### config.mk
export PLATFORM = sky130hd
export DESIGN_NAME = interrupt_and_joypad_controller_top
export DESIGN_NICKNAME = d
export VERILOG_FILES = /design/src/sv/ijc_pkg.sv /design/src/sv/interrupt_and_joypad_controller_top.sv /design/src/sv/ijc_exec.sv
export SDC_FILE = /design/constraint.sdc
export NUM_CORES = 1
export LEC_CHECK = 0
export ABC_AREA = 1
export BUFFER_PORTS_ARGS = -buffer_cell sky130_fd_sc_hd__buf_2
export CAP_MARGIN = 10
export CORE_UTILIZATION = 55
export DETAILED_ROUTE_END_ITERATION = 8
export PLACE_DENSITY = 0.87
export SETUP_SLACK_MARGIN = 0.3
export SYNTH_ARGS = -nofsm -noshare
export SYNTH_HDL_FRONTEND = slang
export SYNTH_SLANG_ARGS = --single-unit
### constraint.sdc
create_clock -name clock -period 3.9 [get_ports clock]
set_input_delay 0.39 -clock clock [delete_from_list [all_inputs] [get_ports clock]]
set_output_delay 0.39 -clock clock [all_outputs]
set_load 0.005 [all_outputs]
### src/sv/ijc_pkg.sv
// ----------------------------------------------------------------------------
// ijc_pkg: shared types and constants for the interrupt and keypad controller
// Holds the operation codes, source vectors, state and result structs and the
// display status line decode.
// ----------------------------------------------------------------------------
package ijc_pkg;

   localparam int NUM_SRC = 5;

   // Operation codes carried in the mode field
   typedef enum logic [2:0] {
      MODE_POLL   = 3'd0,
      MODE_ACK    = 3'd1,
      MODE_WRFLAG = 3'd2,
      MODE_WREN   = 3'd3,
      MODE_RAISE  = 3'd4,
      MODE_KEYPAD = 3'd5
   } mode_type;

   // Source bits in the flag and enable registers
   localparam logic [7:0] SRC_VBLANK = 8'h01;
   localparam logic [7:0] SRC_STAT   = 8'h02;
   localparam logic [7:0] SRC_KEYPAD = 8'h10;
   localparam logic [7:0] SRC_MASK   = 8'h1F;

   // Keypad register: reset value and bits forced high by a select write
   localparam logic [7:0] KEYPAD_RESET = 8'hFF;
   localparam logic [7:0] KEYPAD_FORCE = 8'hCF;
   localparam logic [3:0] KEYPAD_LINES = 4'hF;

   // Status byte: coincidence check bits
   localparam logic [7:0] STAT_COINC = 8'h44;

   // Handler address by source, highest priority first
   localparam logic [6:0] VECTOR_TABLE [NUM_SRC] = '{7'h40, 7'h48, 7'h50, 7'h58, 7'h60};

   // One request as it travels through the input register
   typedef struct packed {
      logic [2:0] mode;
      logic [7:0] data;
      logic       vblank_now;
      logic       lcd_enabled;
      logic [7:0] stat_value;
      logic [7:0] buttons;
   } req_type;

   // Architectural state of the controller
   typedef struct packed {
      logic [7:0]         flags;
      logic [7:0]         enables;
      logic [7:0]         keypad;
      logic [NUM_SRC-1:0] last_source;
      logic               prev_line;
   } state_type;

   // One result
   typedef struct packed {
      logic       pending;
      logic [6:0] vector_addr;
      logic [2:0] pending_count;
      logic [7:0] flags_value;
      logic [7:0] keypad_value;
      logic       wake;
   } result_type;

   // Display status line from the status byte
   function automatic logic status_line(input logic [7:0] stat);
      logic line;
      line = 1'b0;
      if ((stat & STAT_COINC) == STAT_COINC) begin
         line = 1'b1;
      end else begin
         case (stat[1:0])
            2'd0:    line = stat[3];
            2'd1:    line = stat[4];
            2'd2:    line = stat[5];
            default: line = 1'b0;
         endcase
      end
      return line;
   endfunction

endpackage

### src/sv/interrupt_and_joypad_controller_top.sv
// ----------------------------------------------------------------------------
// interrupt_and_joypad_controller_top: five-source interrupt controller
// Input register, single-pass execution and result register around the flag,
// enable, keypad, last-source and status-line state.
// ----------------------------------------------------------------------------
// Usage:
//   Requests enter on req_valid/req_ready; each carries a mode (poll,
//   acknowledge, flag write, enable write, raise, keypad select write) and
//   its operands. Every request gives exactly one result on rsp_valid/
//   rsp_ready, in request order.
//   An accepted request passes through the input register, then through
//   execution into the result register, which drives rsp_valid.
//   Throughput: one request per cycle while rsp_ready stays high; the
//   execution logic is combinational, so a request may enter every cycle.
//   State is updated when a request moves from the input register into the
//   result register, so results follow the request order exactly.
//   Reset clears flags, enables, last source and status line and sets the
//   keypad register to all lines released.
//   When the receiver stalls, the result register holds and the input
//   register takes one more request; req_ready then drops until the
//   result is taken.
// ----------------------------------------------------------------------------
module interrupt_and_joypad_controller_top (
   input  logic       clock,
   input  logic       reset,
   input  logic       req_valid,
   output logic       req_ready,
   input  logic [2:0] req_mode,
   input  logic [7:0] req_data,
   input  logic       req_vblank_now,
   input  logic       req_lcd_enabled,
   input  logic [7:0] req_stat_value,
   input  logic [7:0] req_buttons,
   output logic       rsp_valid,
   input  logic       rsp_ready,
   output logic       rsp_pending,
   output logic [6:0] rsp_vector_addr,
   output logic [2:0] rsp_pending_count,
   output logic [7:0] rsp_flags_value,
   output logic [7:0] rsp_keypad_value,
   output logic       rsp_wake
);
   import ijc_pkg::*;

   logic       s1_valid_ff;
   logic       s1_valid_in;
   req_type    s1_req_ff;
   logic       out_valid_ff;
   logic       out_valid_in;
   result_type out_res_ff;
   state_type  state_ff;
   state_type  state_in;
   result_type exec_res;
   logic       advance;
   logic       take;

   // Move a request forward when the result register is free or draining
   assign advance   = s1_valid_ff && (!out_valid_ff || rsp_ready);
   assign req_ready = !s1_valid_ff || advance;
   assign take      = req_valid && req_ready;

   ijc_exec u_exec (
      .req (s1_req_ff),
      .cur (state_ff),
      .nxt (state_in),
      .res (exec_res)
   );

   // Track occupancy of both registers
   always_comb begin
      s1_valid_in  = take || (s1_valid_ff && !advance);
      out_valid_in = advance || (out_valid_ff && !rsp_ready);
   end

   always_ff @(posedge clock) begin
      if (reset) begin
         s1_valid_ff  <= 1'b0;
         out_valid_ff <= 1'b0;
         state_ff     <= '{flags: 8'h00, enables: 8'h00, keypad: KEYPAD_RESET,
                           last_source: '0, prev_line: 1'b0};
      end else begin
         s1_valid_ff  <= s1_valid_in;
         out_valid_ff <= out_valid_in;
         if (advance) begin
            state_ff <= state_in;
         end
      end
   end

   // Capture request payload and result payload
   always_ff @(posedge clock) begin
      if (take) begin
         s1_req_ff <= '{mode: req_mode, data: req_data, vblank_now: req_vblank_now,
                        lcd_enabled: req_lcd_enabled, stat_value: req_stat_value,
                        buttons: req_buttons};
      end
      if (advance) begin
         out_res_ff <= exec_res;
      end
   end

   assign rsp_valid         = out_valid_ff;
   assign rsp_pending       = out_res_ff.pending;
   assign rsp_vector_addr   = out_res_ff.vector_addr;
   assign rsp_pending_count = out_res_ff.pending_count;
   assign rsp_flags_value   = out_res_ff.flags_value;
   assign rsp_keypad_value  = out_res_ff.keypad_value;
   assign rsp_wake          = out_res_ff.wake;

`ifndef SYNTHESIS
   // Pending results carry a vector and a nonzero count
   a_pending_fields: assert property (@(posedge clock) disable iff (reset)
      (rsp_valid && rsp_pending) |-> (rsp_pending_count != 3'd0 && rsp_vector_addr != 7'd0))
      else $error("pending result without vector or count");

   // Results with nothing pending report zero vector and count
   a_idle_fields: assert property (@(posedge clock) disable iff (reset)
      (rsp_valid && !rsp_pending) |-> (rsp_pending_count == 3'd0 && rsp_vector_addr == 7'd0))
      else $error("vector or count without pending");

   // The last dispatched source is a single source or none
   a_last_onehot: assert property (@(posedge clock) disable iff (reset)
      $onehot0(state_ff.last_source))
      else $error("last source has more than one bit");

   // The two upper keypad bits, forced high by a select write, never drop
   a_keypad_high: assert property (@(posedge clock) disable iff (reset)
      state_ff.keypad[7:6] == 2'b11)
      else $error("keypad upper bits low");

   // State only changes when a request executes
   a_state_hold: assert property (@(posedge clock) disable iff (reset)
      !advance |=> $stable(state_ff))
      else $error("state changed without a request");
`endif

endmodule

### src/sv/ijc_exec.sv
// ----------------------------------------------------------------------------
// ijc_exec: single-request execution logic
// Computes the next controller state and the result for one request from the
// current state.
// ----------------------------------------------------------------------------
module ijc_exec (
   input  ijc_pkg::req_type    req,
   input  ijc_pkg::state_type  cur,
   output ijc_pkg::state_type  nxt,
   output ijc_pkg::result_type res
);
   import ijc_pkg::*;

   logic [7:0]         poll_flags;
   logic               cur_line;
   logic [NUM_SRC-1:0] pend_bits;
   logic [NUM_SRC-1:0] lowest;
   logic [2:0]         count;
   logic [6:0]         vector;
   logic [7:0]         sel_byte;
   logic [3:0]         pressed;
   logic [3:0]         prev_lines;
   logic [3:0]         lines;

   // Poll: latch vertical blank and a rising status line, then prioritize
   always_comb begin
      cur_line   = status_line(req.stat_value);
      poll_flags = cur.flags;
      if (req.vblank_now) begin
         poll_flags = poll_flags | SRC_VBLANK;
      end
      if (req.lcd_enabled && !cur.prev_line && cur_line) begin
         poll_flags = poll_flags | SRC_STAT;
      end
      pend_bits = poll_flags[NUM_SRC-1:0] & cur.enables[NUM_SRC-1:0];
      lowest    = pend_bits & (~pend_bits + 1'b1);
      count     = '0;
      vector    = '0;
      for (int i = NUM_SRC - 1; i >= 0; i--) begin
         if (pend_bits[i]) begin
            count  = count + 3'd1;
            vector = VECTOR_TABLE[i];
         end
      end
   end

   // Keypad select write: pull selected lines low, flag a falling line
   always_comb begin
      sel_byte   = req.data | KEYPAD_FORCE;
      prev_lines = cur.keypad[3:0];
      pressed    = (sel_byte[5] ? 4'h0 : req.buttons[7:4])
                 | (sel_byte[4] ? 4'h0 : req.buttons[3:0]);
      lines      = sel_byte[3:0] & ~pressed;
   end

   // Apply the operation
   always_comb begin
      nxt = cur;
      res = '0;
      case (mode_type'(req.mode))
         MODE_POLL: begin
            nxt.flags = poll_flags;
            if (req.lcd_enabled) begin
               nxt.prev_line = cur_line;
            end
            if (pend_bits != '0) begin
               nxt.last_source   = lowest;
               res.pending       = 1'b1;
               res.vector_addr   = vector;
               res.pending_count = count;
            end
         end
         MODE_ACK: begin
            nxt.flags = cur.flags & ~{{(8-NUM_SRC){1'b0}}, cur.last_source};
         end
         MODE_WRFLAG: begin
            nxt.flags = req.data;
         end
         MODE_WREN: begin
            nxt.enables = req.data;
         end
         MODE_RAISE: begin
            nxt.flags = cur.flags | req.data;
         end
         MODE_KEYPAD: begin
            nxt.keypad = {sel_byte[7:4], lines};
            if ((pressed & prev_lines) != 4'h0) begin
               nxt.flags = cur.flags | SRC_KEYPAD;
            end
            res.wake = (lines != KEYPAD_LINES);
         end
         default: begin
            nxt = cur;
         end
      endcase
      res.flags_value  = nxt.flags;
      res.keypad_value = nxt.keypad;
   end

endmodule

# [Word-level counts from Yosys, hierarchy flattened]
# Index checks and enable logic that the tools add are counted.
[op_classes] add_sub_neg=5 n_eq_ne=9 n_mux=20 bitwise_logic=11 reduce_logical=26
[op_table] operator="one-hot mux 8 bit (5 select lines)" n=1
[op_table] operator="two-way mux 7 bit" n=5
[op_table] operator="two-way mux 3 bit" n=4
[op_table] operator="two-way mux 11 bit" n=1
[op_table] operator="AND 5 bit" n=2
[op_table] operator="adder 3 x 1 -> 3 bit (second input constant)" n=3
[op_table] operator="AND 8 bit" n=1
[op_table] operator="two-way mux 4 bit" n=2
[op_table] operator="two-way mux 8 bit" n=1
[op_table] operator="inverter 5 -> 8 bit" n=1
[op_table] operator="OR 8 bit" n=1
[op_table] operator="== test 3 x 2 -> 1 bit (second input constant)" n=2
[op_table] operator="== test 3 bit (second input constant)" n=2
[op_table] operator="logical AND 1 bit" n=6
[op_table] operator="AND reduction 3 bit" n=2
[op_table] operator="OR reduction 6 bit" n=1
[op_table] operator="adder 5 x 1 -> 5 bit (second input constant)" n=1
[op_table] operator="logical NOT 1 bit" n=5
[op_table] operator="two-way mux 5 bit" n=1
[op_table] operator="inverter 5 bit" n=1
[op_table] operator="nonzero test 5 bit" n=1
[op_table] operator="AND 4 bit" n=1
[op_table] operator="== test 2 bit (second input constant)" n=2
[op_table] operator="logical OR 1 bit" n=4
[op_table] operator="16 further kinds" n=20
[word_totals] register_bits=85 inputBits=33 out_inout_bits=30

# [Longest topological paths before layout]
# Gate-level depths: netlist of the first run.
[logic_depth] word_depth=16 depth_mapped=16

# [Modules after synthesis]
# A second synthesis of the first run with hierarchy kept.
[hier_totals] hier_cells=459 hier_area_um2=4286.6
[modules_own_cells] mod="interrupt_and_joypad_controller_top" instances=1 cells_each=249 area_per_inst_um2=3129.3 seq_area_each_um2=2352.3
[modules_own_cells] mod="ijc_exec" instances=1 cells_each=210 area_per_inst_um2=1157.4 seq_area_each_um2=0.0

# [Worst setup path before layout of the first run]
# OpenSTA, ideal clock, no wires.
[synth_path] path_type="reg2reg" from="register state_ff[26] (netlist bit)" to="register out_res_ff, in the netlist rsp_pending_count[2], data pin" setup_ns=0.259 t_arrival_ns=2.133 t_required_ns=3.641 slack_ns=1.508 stages_incl_launch_ff=14 path_buffers=0 period_less_slack_ns=2.392 path_cell_list="dfxtp_1 > nand2_1 > ha_1 > or2_1 > nand2_1 > inv_1 > ha_1 > nand2_1 > nand2_1 > ha_1 > nand2_1 > xor2_1 > xor2_1 > nor2_1"
[synth_between] elab_chain_cells=10 elab_cells_between_ends=12
[synth_rtl] item="from (decl)" line_no="interrupt_and_joypad_controller_top.sv:51" source="state_type state_ff;"
[synth_rtl] item="from (signal assigned)" line_no="interrupt_and_joypad_controller_top.sv:79" source="state_ff <= '{flags: 8'h00, enables: 8'h00, keypad: KEYPAD_RESET,"
[synth_rtl] item="from (signal assigned)" line_no="interrupt_and_joypad_controller_top.sv:85" source="state_ff <= state_in;"
[synth_rtl] item="AND 5 bit (*)" line_no="ijc_exec.sv:35" source="pend_bits = poll_flags[NUM_SRC-1:0] & cur.enables[NUM_SRC-1:0];"
[synth_rtl] item="two-way mux 1 bit" line_no="ijc_exec.sv:40" source="if (pend_bits[i]) begin"
[synth_rtl] item="adder 1 x 1 -> 2 bit" line_no="ijc_exec.sv:41" source="count = count + 3'd1;"
[synth_rtl] item="two-way mux 3 bit" line_no="ijc_exec.sv:40"
[synth_rtl] item="adder 3 x 1 -> 3 bit" line_no="ijc_exec.sv:41"
[synth_rtl] item="two-way mux 3 bit" line_no="ijc_exec.sv:40"
[synth_rtl] item="adder 3 x 1 -> 3 bit" line_no="ijc_exec.sv:41"
[synth_rtl] item="two-way mux 3 bit" line_no="ijc_exec.sv:40"
[synth_rtl] item="adder 3 x 1 -> 3 bit" line_no="ijc_exec.sv:41"
[synth_rtl] item="two-way mux 3 bit" line_no="ijc_exec.sv:40"
[synth_rtl] item="to (signal assigned)" line_no="interrupt_and_joypad_controller_top.sv:98" source="out_res_ff <= exec_res;"
[synth_rtl] item="to (decl)" line_no="interrupt_and_joypad_controller_top.sv:50" source="result_type out_res_ff;"
# Mark *: on every way between the ends. The rest lies on a longest branch, timed or not.
# A chain may end at the register's enable or synchronous reset.

# [Worst setup path in the final report of the first run]
# Same ends and word-level chain as after synthesis.

==> results of run 1 <==
-- worst max-delay path, cell delays in order (launching register included) --
cell     delay, ns
dfxtp_1       0.37
nand2_1       0.15
ha_1          0.35
or2_1         0.23
nand2_1       0.13
inv_1         0.06
ha_1          0.26
nand2_1       0.06
nand2_1       0.07
ha_1          0.20
nand2_1       0.08
xor2_1        0.17
xor2_1        0.15
nor2_1        0.05
-- power breakdown --
group | leakage, nW | total [W] | switching [W] | internal, W
clock network | 0.105 | 0.000598 | 0.000317 | 0.000281
logic | 1.03 | 0.000128 | 0.0000828 | 0.0000456
registers | 0.738 | 0.000986 | 0.0000199 | 0.000966
total | 1.87 | 0.00171 | 0.000420 | 0.00129
-- flip-flops by register name (all words and copies together) (netlist names) --
name and cells:
rsp_flags_value 8, rsp_vector_addr 4, rsp_keypad_value 8, rsp_wake 1, s1_req_ff 28, rsp_valid 1
rsp_pending_count 3, s1_valid_ff 1, state_ff 27, rsp_pending 1
-- placed cells by master (no fill, tap or decap), drive strengths merged, types with 6 or more instances in the layout --
| master | count |
|---|---|
| clkbuf | 10 |
| o211ai | 6 |
| edfxtp | 53 |
| nor2 | 34 |
| inv | 63 |
| o21ai | 38 |
| nor3 | 7 |
| a21oi | 17 |
| dfxtp | 29 |
| nand2 | 59 |
| nand3 | 8 |
| buf | 58 |
-- logic make-up (layout without fill, tap and decap cells) --
family          after synthesis  after routing  synth area share
flops                        82             82             0.612
xor+xnor                      3              3           0.00952
simple gates                118            118             0.168
compound gates               68             68             0.111
other cells                   1              3           0.00106
buf+inv                      68            133            0.0814
fa+ha+maj                     5              5            0.0176
-- path summary, 6_finish.rpt --
check	start	end	slack (ns)	cells after the start
min	req_data[1]	s1_req_ff[19]	0.20	1
max reg2reg	state_ff[26]	rsp_pending_count[2]	1.29	13
min reg2reg	state_ff[12]	state_ff[12]	0.46	2
max	state_ff[26]	rsp_pending_count[2]	1.29	13
-- per-stage QoR --
step	worst slack, ns	hold WS, ns
2_1_floorplan	1.51	0.414
3_3_place_gp	1.41	0.425
3_5_place_dp	1.32	0.436
4_1_cts	1.29	0.189
5_1_grt	1.12	0.186
6_report	1.29	0.203
-- metal layers --
metal / vias up / part of all wire / track usage
li1: 1271 / - / -
met2: 89 / 0.51 / 0.360
met1: 1112 / 0.42 / 0.206
met4: 0 / 0.021 / 0.0965
met3: 16 / 0.057 / 0.0648
met5: - / 0 / 0
-- area by class of cell --
class | count | area (µm²)
clock inverters | 6 | 52.6
repair buffers | 58 | 290
clock buffers | 10 | 149
fillers | 471 | 1980
multi-input cells | 197 | 1100
flip-flops and latches | 82 | 2170
well taps | 75 | 93.8
inverters | 59 | 226
==> qor.yml, run 1 <==
cts:
  tritoncts: "yes"
  insertion_delay_ns: 0.36
  numClockSinks: 82
  clockBufferDepth: 2
  clkTransAtPathRegs_ns: 0.09
  cts_hold_buf: 0
  ctsRootBufferMaster: "clkbuf_8"
  cts_setup_buffers: 0
  cts_buffers: 9
  htreeDepth: 3
  cts_resized: 0
synth:
  ys_types: 42
  synth_area_um2: 3550
  synth_edf_count: 53
  seq_area_frac_synth: 0.612
  netlist_instances: 345
  synth_top_cells_by_area: "edfxtp_1, dfxtp_1, nand2_1, inv_1, nor2_1"
  yosysTopAreaCellShare: 0.448
  synth_top_flop_cell: "edfxtp_1"
  synthArstFlopShare: 0
  yosys_warnings: 0
  synth_seq_cells: 82
  synth_top_area_cell: "edfxtp_1"
  syn_area_per_cell_um2: 10.3
  synth_commonest_cells: "nand2_1, edfxtp_1, inv_1"
  synth.most_common_cell: "nand2_1"
place:
  port_buffers: 58
  place_congestion: 0.845
  hpwl_mm: 4.22
  dpl_cell_area_um2: 3880
  place_inst: 471
timing:
  hold_violations: 0
  fin_crit_ns: 2.61
  skew_ns: 0.0122
  rsz0062_at_grt: "false"
  worst_pin_slew_ns: 1.01
  drv_slew: 0
  setup_viol: 0
  max_freq_mhz: 383
  period_share: 0.669
  maxSlewHeadroom: 0.327
  fin_tns_setup_ns: 0
setup_path:
  start_kind: "flop"
  critPathKind: "flop to flop"
  critPathArrivalTime_ns: 2.71
  cp_max_fo: 4
  cp.required_ns: 4.00
  worstSetupEndpointType: "flop"
power:
  static-leakage-power_nw: 1.87
  total_power_w: 0.00171
  ir_worst_vdd_v: 0.000295
  power.density_nw_per_um2: 420
drt:
  dr.pass1.iters: 5
  finalWirelength_mm: 6.00
  ant_nets: 0
  drc: 0
  vias: 2488
  viasPerCell: 5.11
  first_iter_violations: 160
  routedWlPerCell_um: 12.3
floorplanning:
  core_area_um2: 6060
  die_height_um: 82.4
  fp.dieW_um: 82.4
  die_area_um2: 6780
  rows: 28
  initial_utilization: 0.586
  io_pins: 63
global_route:
  grt_max_degree: 34
  grt.overflow.total: 0
  grt_pass1_wl_mm: 9.76
  grt_pass1_vias: 2375
  antenna_found_initial: 0
  grt_usage: 0.199
layout:
  n_antenna_cell: 0
  fin_cells: 487
  syn2layout_area_growth_pct: 14.9
  final_cell_area_um2: 4080
  nets: 445
  drive_gt1_frac: 0.250
  finish.utilization: 0.673
run:
  max_cap_viol_count: 0
worst_hold_path:
  hold_class: "input pin to flop"
outcome:
  status: "complete, no violations"
No activity file was read; power rests on OpenSTA's default activity.
==> run 2, diff against run 1 <==
CORE_UTILIZATION = 50   (was 55)
PLACE_DENSITY = 0.83   (was 0.87)
clock period = 2.1 ns   (was 3.9 ns; I/O delays follow)
==> qor.yml, run 2 (same netlist as run 1, synthesis figures left out) <==
global_route:
  top_usage_layer: "met2"  # unchanged
  grtUsageMet3: 0.0486  # was 0.0648
  grt_max_degree: 19  # was 34
  antenna_found_initial: 0  # unchanged
  grt_pass1_vias: 2417  # was 2375
  grt_usage: 0.203  # was 0.199
  grt_pass1_wl_mm: 11.1  # was 9.76 mm
  grt_use_met2: 0.329  # was 0.360
  grt.overflow.total: 0  # unchanged
  met1_usage: 0.247  # was 0.206
worst_hold_path:
  hold_class: "input pin to flop"  # unchanged
  min_from: "req_stat_value[4]"  # was req_data[1]
  hold_path_depth: 1  # unchanged
  hold-path-endpoint: "s1_req_ff[12]"  # was s1_req_ff[19]
drt:
  drc: 0  # unchanged
  routedWlPerCell_um: 13.2  # was 12.3 µm
  first_iter_violations: 200  # was 160
  finalWirelength_mm: 6.89  # was 6.00 mm
  vias: 2606  # was 2488
  ant_nets: 0  # unchanged
  dr.pass1.iters: 6  # was 5
  viasPerCell: 4.98  # was 5.11
floorplanning:
  core_area_um2: 6830  # was 6060 µm²
  rows: 30  # was 28
  initial_utilization: 0.520  # was 0.586
  die_area_um2: 7440  # was 6780 µm²
  fp.dieW_um: 86.3  # was 82.4 µm
  die_height_um: 86.3  # was 82.4 µm
  io_pins: 63  # unchanged
timing:
  worst_pin_slew_ns: 0.516  # was 1.01 ns
  maxSlewHeadroom: 0.655  # was 0.327
  drv_slew: 0  # unchanged
  max_freq_mhz: 458  # was 383 MHz
  period_share: 1.04  # was 0.669
  rsz0062_at_grt: "true"  # was false
  setup_viol: 1  # was 0
  postLayoutSetupSlackWorst_ns: -0.0811  # was 1.29 ns
  fin_crit_ns: 2.18  # was 2.61 ns
  hold_violations: 0  # unchanged
  fin_tns_setup_ns: -0.0811  # was 0 ns
  skew_ns: 0.00704  # was 0.0122 ns
run:
  max_cap_viol_count: 0  # unchanged
place:
  place_inst: 504  # was 471
  place_ws_ns: -0.157  # was 1.32 ns
  port_buffers: 58  # unchanged
  place_congestion: 0.885  # was 0.845
  hpwl_mm: 4.73  # was 4.22 mm
layout:
  layout_common_cells: "buf_2, edfxtp_1, inv_1"  # was buf_2, nand2_1, edfxtp_1
  top_register: "s1_req_ff"  # unchanged
  largest_reg_flops: 28  # unchanged
  multi_input_area_um2: 1220  # was 1100 µm²
  drive_gt1_frac: 0.321  # was 0.250
  nets: 460  # was 445
  fin_cells: 523  # was 487
  final_common_cell: "buf_2"  # unchanged
  n_antenna_cell: 0  # unchanged
  finish.utilization: 0.639  # was 0.673
  seq_area_um2: 2180  # was 2170 µm²
  syn2layout_area_growth_pct: 22.9  # was 14.9%
  top_regs: "s1_req_ff (28), state_ff (27)"  # unchanged
  nFillCells: 575  # was 471
setup_path:
  critPathMaxStageDelay_ns: 0.36  # was 0.37 ns
  critPathArrivalTime_ns: 2.30  # was 2.71 ns
  cp_max_fo: 5  # was 4
  start_kind: "flop"  # unchanged
  worstSetupEndpointType: "flop"  # unchanged
  crit_path_cell_trace: "nand2_4 > ha_4 > or2_4 > nand2_4 > inv_2 > ha_4 > nand2_4 > nand2_4 > ha_4 > nand2_4 > xor2_2 > xor2_1 > nor2_1"  # was nand2_1 > ha_1 > or2_1 > nand2_1 > inv_1 > ha_1 > nand2_1 > nand2_1 > ha_1 > nand2_1 > xor2_1 > xor2_1 > nor2_1
  r2r_slack_ns: -0.08  # was 1.29 ns
  rr_startpoint: "state_ff[25]"  # was state_ff[26]
  cp_slowest_cell: "dfxtp_2"  # was dfxtp_1
  r2r_end: "rsp_pending_count[2]"  # unchanged
  r2r_cells: 13  # unchanged
  crit_top_cell: "nand2_4"  # was nand2_1
  cp.required_ns: 2.22  # was 4.00 ns
  critPathKind: "flop to flop"  # unchanged
outcome:
  status: "finished with violations"  # was complete, no violations
  violations: "setup timing"
cts:
  ctsRootBufferMaster: "clkbuf_8"  # unchanged
  numClockSinks: 82  # unchanged
  insertion_delay_ns: 0.36  # about the same
  clkTransAtPathRegs_ns: 0.08  # was 0.09 ns
  tritoncts: "yes"  # unchanged
  htreeDepth: 3  # unchanged
  clockBufferDepth: 2  # unchanged
  cts_buffers: 9  # unchanged
power:
  ir_worst_vdd_v: 0.000449  # was 0.000295 V
  static-leakage-power_nw: 2.03  # was 1.87 nW
  total_power_w: 0.00321  # was 0.00171 W
  power.density_nw_per_um2: 736  # was 420 nW/µm²
==> run 2: cell count changes in the layout (fill, tap and decap cells not counted), sizes merged <==
cell	change
buf	+15
bufinv	+1
clkbuf	-1
clkinv	+1
clkinvlp	+2
inv	-3
==> run 2: worst max-delay path by stage <==
stage / slack, ns / end / startpoint
floorplan: -0.08 / rsp_pending_count[2] / state_ff[25]
global placement: -0.08 / rsp_pending_count[2] / state_ff[17]
detailed placement: -0.16 / rsp_pending_count[2] / state_ff[17]
CTS: -0.13 / rsp_pending_count[2] / state_ff[26]
global route: -0.17 / rsp_pending_count[2] / state_ff[25]
finish: -0.08 / rsp_pending_count[2] / state_ff[25]
==> run 2: per-stage QoR <==
stage / cell area, µm² / hold WS [ns]
after floorplan: 3600 / 0.309
after global placement: 4050 / 0.386
after detailed placement: 4050 / 0.388
after CTS: 4300 / 0.0116
after global routing: 4360 / 0.00748
final: 4360 / 0.0245
==> run 2: report_power, final <==
group	internal (W)	switching (W)	total, W
Clock	0.000546	0.000565	0.00111
Sequential	0.00179	0.0000388	0.00183
Combinational	0.000103	0.000167	0.000269
Total	0.00244	0.000770	0.00321
==> run 2: critical path, delay by kind of cell, from the launching register on <==
kind	cells	cell delay [ns]
buffers and inverters	1	0.05
XOR/XNOR	2	0.29
AND/OR/NAND/NOR	7	0.62
flip-flops	1	0.36
adder cells (fa/ha/maj)	3	0.65
==> run 2: repair_timing <==
item	in CTS	in global routing
hold buffers	0	0
gates resized for setup	10	12
pin swaps	13	9
cloned	0	0
setup buffers	2	1
endpoints found under the setup margin	2	10
==> run 2: area by class of cell <==
cell class / instances / area share
Multi-Input combinational cell: 197 / 0.281
Inverter: 59 / 0.0519
Timing Repair Buffer: 73 / 0.0969
Clock buffer: 9 / 0.0284
Sequential cell: 82 / 0.499
Clock inverter: 7 / 0.0158
Tap cell: 96 / 0.0275
==> run 2: metal layers <==
metal / part of all wire / vias up
met4: 0.024 / 0
li1: - / 1306
met3: 0.049 / 15
met5: 0 / -
met2: 0.51 / 89
met1: 0.42 / 1196
==> run 3, diff against run 2 <==
RECOVER_POWER = 25   (was not set)
==> qor.yml, run 3 (same netlist as run 1, synthesis figures left out) <==
place:
  dpl_cell_area_um2: 4050  # unchanged
  hpwl_mm: 4.73  # unchanged
  place_inst: 504  # unchanged
  place_congestion: 0.885  # unchanged
  port_buffers: 58  # unchanged
power:
  power.density_nw_per_um2: 737  # was 736 nW/µm²
  total_power_w: 0.00321  # about the same
  static-leakage-power_nw: 2.02  # was 2.03 nW
  ir_worst_vdd_v: 0.000449  # unchanged
floorplanning:
  io_pins: 63  # unchanged
  die_area_um2: 7440  # unchanged
  core_area_um2: 6830  # unchanged
  die_height_um: 86.3  # unchanged
  initial_utilization: 0.520  # unchanged
  rows: 30  # unchanged
  fp.dieW_um: 86.3  # unchanged
timing:
  postLayoutSetupSlackWorst_ns: -0.0813  # was -0.0811 ns
  setup_viol: 1  # unchanged
  max_freq_mhz: 458  # about the same
  rsz0062_at_grt: "true"  # unchanged
  drv_slew: 0  # unchanged
  worst_pin_slew_ns: 0.511  # was 0.516 ns
  period_share: 1.04  # about the same
  fin_crit_ns: 2.18  # about the same
  maxSlewHeadroom: 0.659  # was 0.655
  hold_violations: 0  # unchanged
  skew_ns: 0.00672  # was 0.00704 ns
drt:
  viasPerCell: 5.00  # was 4.98
  dr.pass1.iters: 5  # was 6
  first_iter_violations: 202  # was 200
  vias: 2616  # was 2606
  finalWirelength_mm: 6.91  # was 6.89 mm
  routedWlPerCell_um: 13.2  # about the same
  ant_nets: 0  # unchanged
  drc: 0  # unchanged
layout:
  multi_input_area_um2: 1220  # unchanged
  syn2layout_area_growth_pct: 22.8  # was 22.9%
  nets: 460  # unchanged
  n_antenna_cell: 0  # unchanged
  top_regs: "s1_req_ff (28), state_ff (27)"  # unchanged
  seq_area_um2: 2180  # unchanged
  final_cell_area_um2: 4360  # about the same
  fin_cells: 523  # unchanged
  final_common_cell: "buf_2"  # unchanged
  largest_reg_flops: 28  # unchanged
  drive_gt1_frac: 0.311  # was 0.321
  top_register: "s1_req_ff"  # unchanged
  nFillCells: 578  # was 575
  layout_common_cells: "buf_2, edfxtp_1, inv_1"  # unchanged
run:
  max_cap_viol_count: 0  # unchanged
setup_path:
  critPathKind: "flop to flop"  # unchanged
  r2r_cells: 13  # unchanged
  r2r_slack_ns: -0.08  # about the same
  start_kind: "flop"  # unchanged
  worstSetupEndpointType: "flop"  # unchanged
  crit_top_cell: "nand2_4"  # unchanged
  cp_slowest_cell: "dfxtp_2"  # unchanged
  cp.required_ns: 2.22  # about the same
  rr_startpoint: "state_ff[25]"  # unchanged
  critPathArrivalTime_ns: 2.30  # about the same
  cp_max_fo: 5  # unchanged
  crit_path_cell_trace: "nand2_4 > ha_4 > or2_4 > nand2_4 > inv_2 > ha_4 > nand2_4 > nand2_4 > ha_4 > nand2_4 > xor2_2 > xor2_1 > nor2_1"  # unchanged
  critPathMaxStageDelay_ns: 0.36  # about the same
  crit_start: "state_ff[25]"  # unchanged
  r2r_end: "rsp_pending_count[2]"  # unchanged
  setup.worst_path.end: "rsp_pending_count[2]"  # unchanged
global_route:
  antenna_found_initial: 0  # unchanged
  grt.overflow.total: 0  # unchanged
  grt_usage: 0.203  # unchanged
  grt_pass1_vias: 2417  # unchanged
  grt_pass1_wl_mm: 11.1  # unchanged
  grt_max_degree: 19  # unchanged
cts:
  clkTransAtPathRegs_ns: 0.08  # about the same
  tritoncts: "yes"  # unchanged
  ctsRootBufferMaster: "clkbuf_8"  # unchanged
  cts_buffers: 9  # unchanged
  cts_hold_buf: 0  # unchanged
  clockBufferDepth: 2  # unchanged
  insertion_delay_ns: 0.36  # about the same
  numClockSinks: 82  # unchanged
  htreeDepth: 3  # unchanged
worst_hold_path:
  hold_path_depth: 1  # unchanged
  hold_class: "input pin to flop"  # unchanged
  min_from: "req_stat_value[4]"  # unchanged
outcome:
  status: "finished with violations"  # unchanged
  violations: "setup timing"  # unchanged
-- run 3: changes by cell type in the layout (fill, tap and decap cells not counted), sizes merged --
cell    before  now
buf         73   69
clkbuf       9   13
-- run 3: final cells by class --
cell class,count,area share
Sequential cell,82,0.499
Multi-Input combinational cell,197,0.281
Tap cell,96,0.0276
Inverter,59,0.0520
Clock buffer,9,0.0284
Timing Repair Buffer,73,0.0959
Clock inverter,7,0.0158
-- run 3: repair_timing --
action / 4_1_cts / 5_1_grt
pin swaps: 13 / 9
setup buffers: 2 / 1
resized for setup: 10 / 12
setup endpoints to repair: 2 / 10
-- run 3: through the flow --
stage | utilization | setup WS (ns) | TNS, ns | hold slack (ns)
global placement | 0.592 | -0.0758 | -0.0758 | 0.386
global route | 0.638 | -0.167 | -0.167 | 0.00748
floorplan | - | -0.0791 | -0.0791 | 0.309
CTS | 0.630 | -0.126 | -0.126 | 0.0116
detailed placement | 0.592 | -0.157 | -0.157 | 0.388
finish | 0.638 | -0.0813 | -0.0813 | 0.0249
-- run 3: worst min path at each step --
| stage | endpoint | slack [ns] |
|---|---|---|
| global placement | s1_req_ff[9] | 0.39 |
| finish | s1_req_ff[12] | 0.02 |
| CTS | s1_req_ff[9] | 0.01 |
| global route | s1_req_ff[9] | 0.007 |
| detailed placement | s1_req_ff[9] | 0.39 |
| floorplan | s1_req_ff[0] | 0.31 |
-- run 3: per-layer routing --
metal,GRT usage,share of wire
met1,0.247,0.41
met2,0.329,0.51
met3,0.0486,0.055
met4,0.120,0.025
met5,0,0
-- run 3: power by group --
group          switching, W  leakage, nW  total (W)  internal, W
registers         0.0000392        0.740    0.00183      0.00179
logic              0.000167         1.19   0.000268     0.000102
clock network      0.000565       0.0954    0.00111     0.000546
total              0.000770         2.02    0.00321      0.00244
-- run 3: worst max-delay path: cells and delay by family (launching register included) --
| family | cells | cell delay, ns |
|---|---|---|
| AND/OR/NAND/NOR | 7 | 0.62 |
| buffers and inverters | 1 | 0.05 |
| adder cells (fa/ha/maj) | 3 | 0.65 |
| XOR/XNOR | 2 | 0.29 |
| flip-flops | 1 | 0.36 |
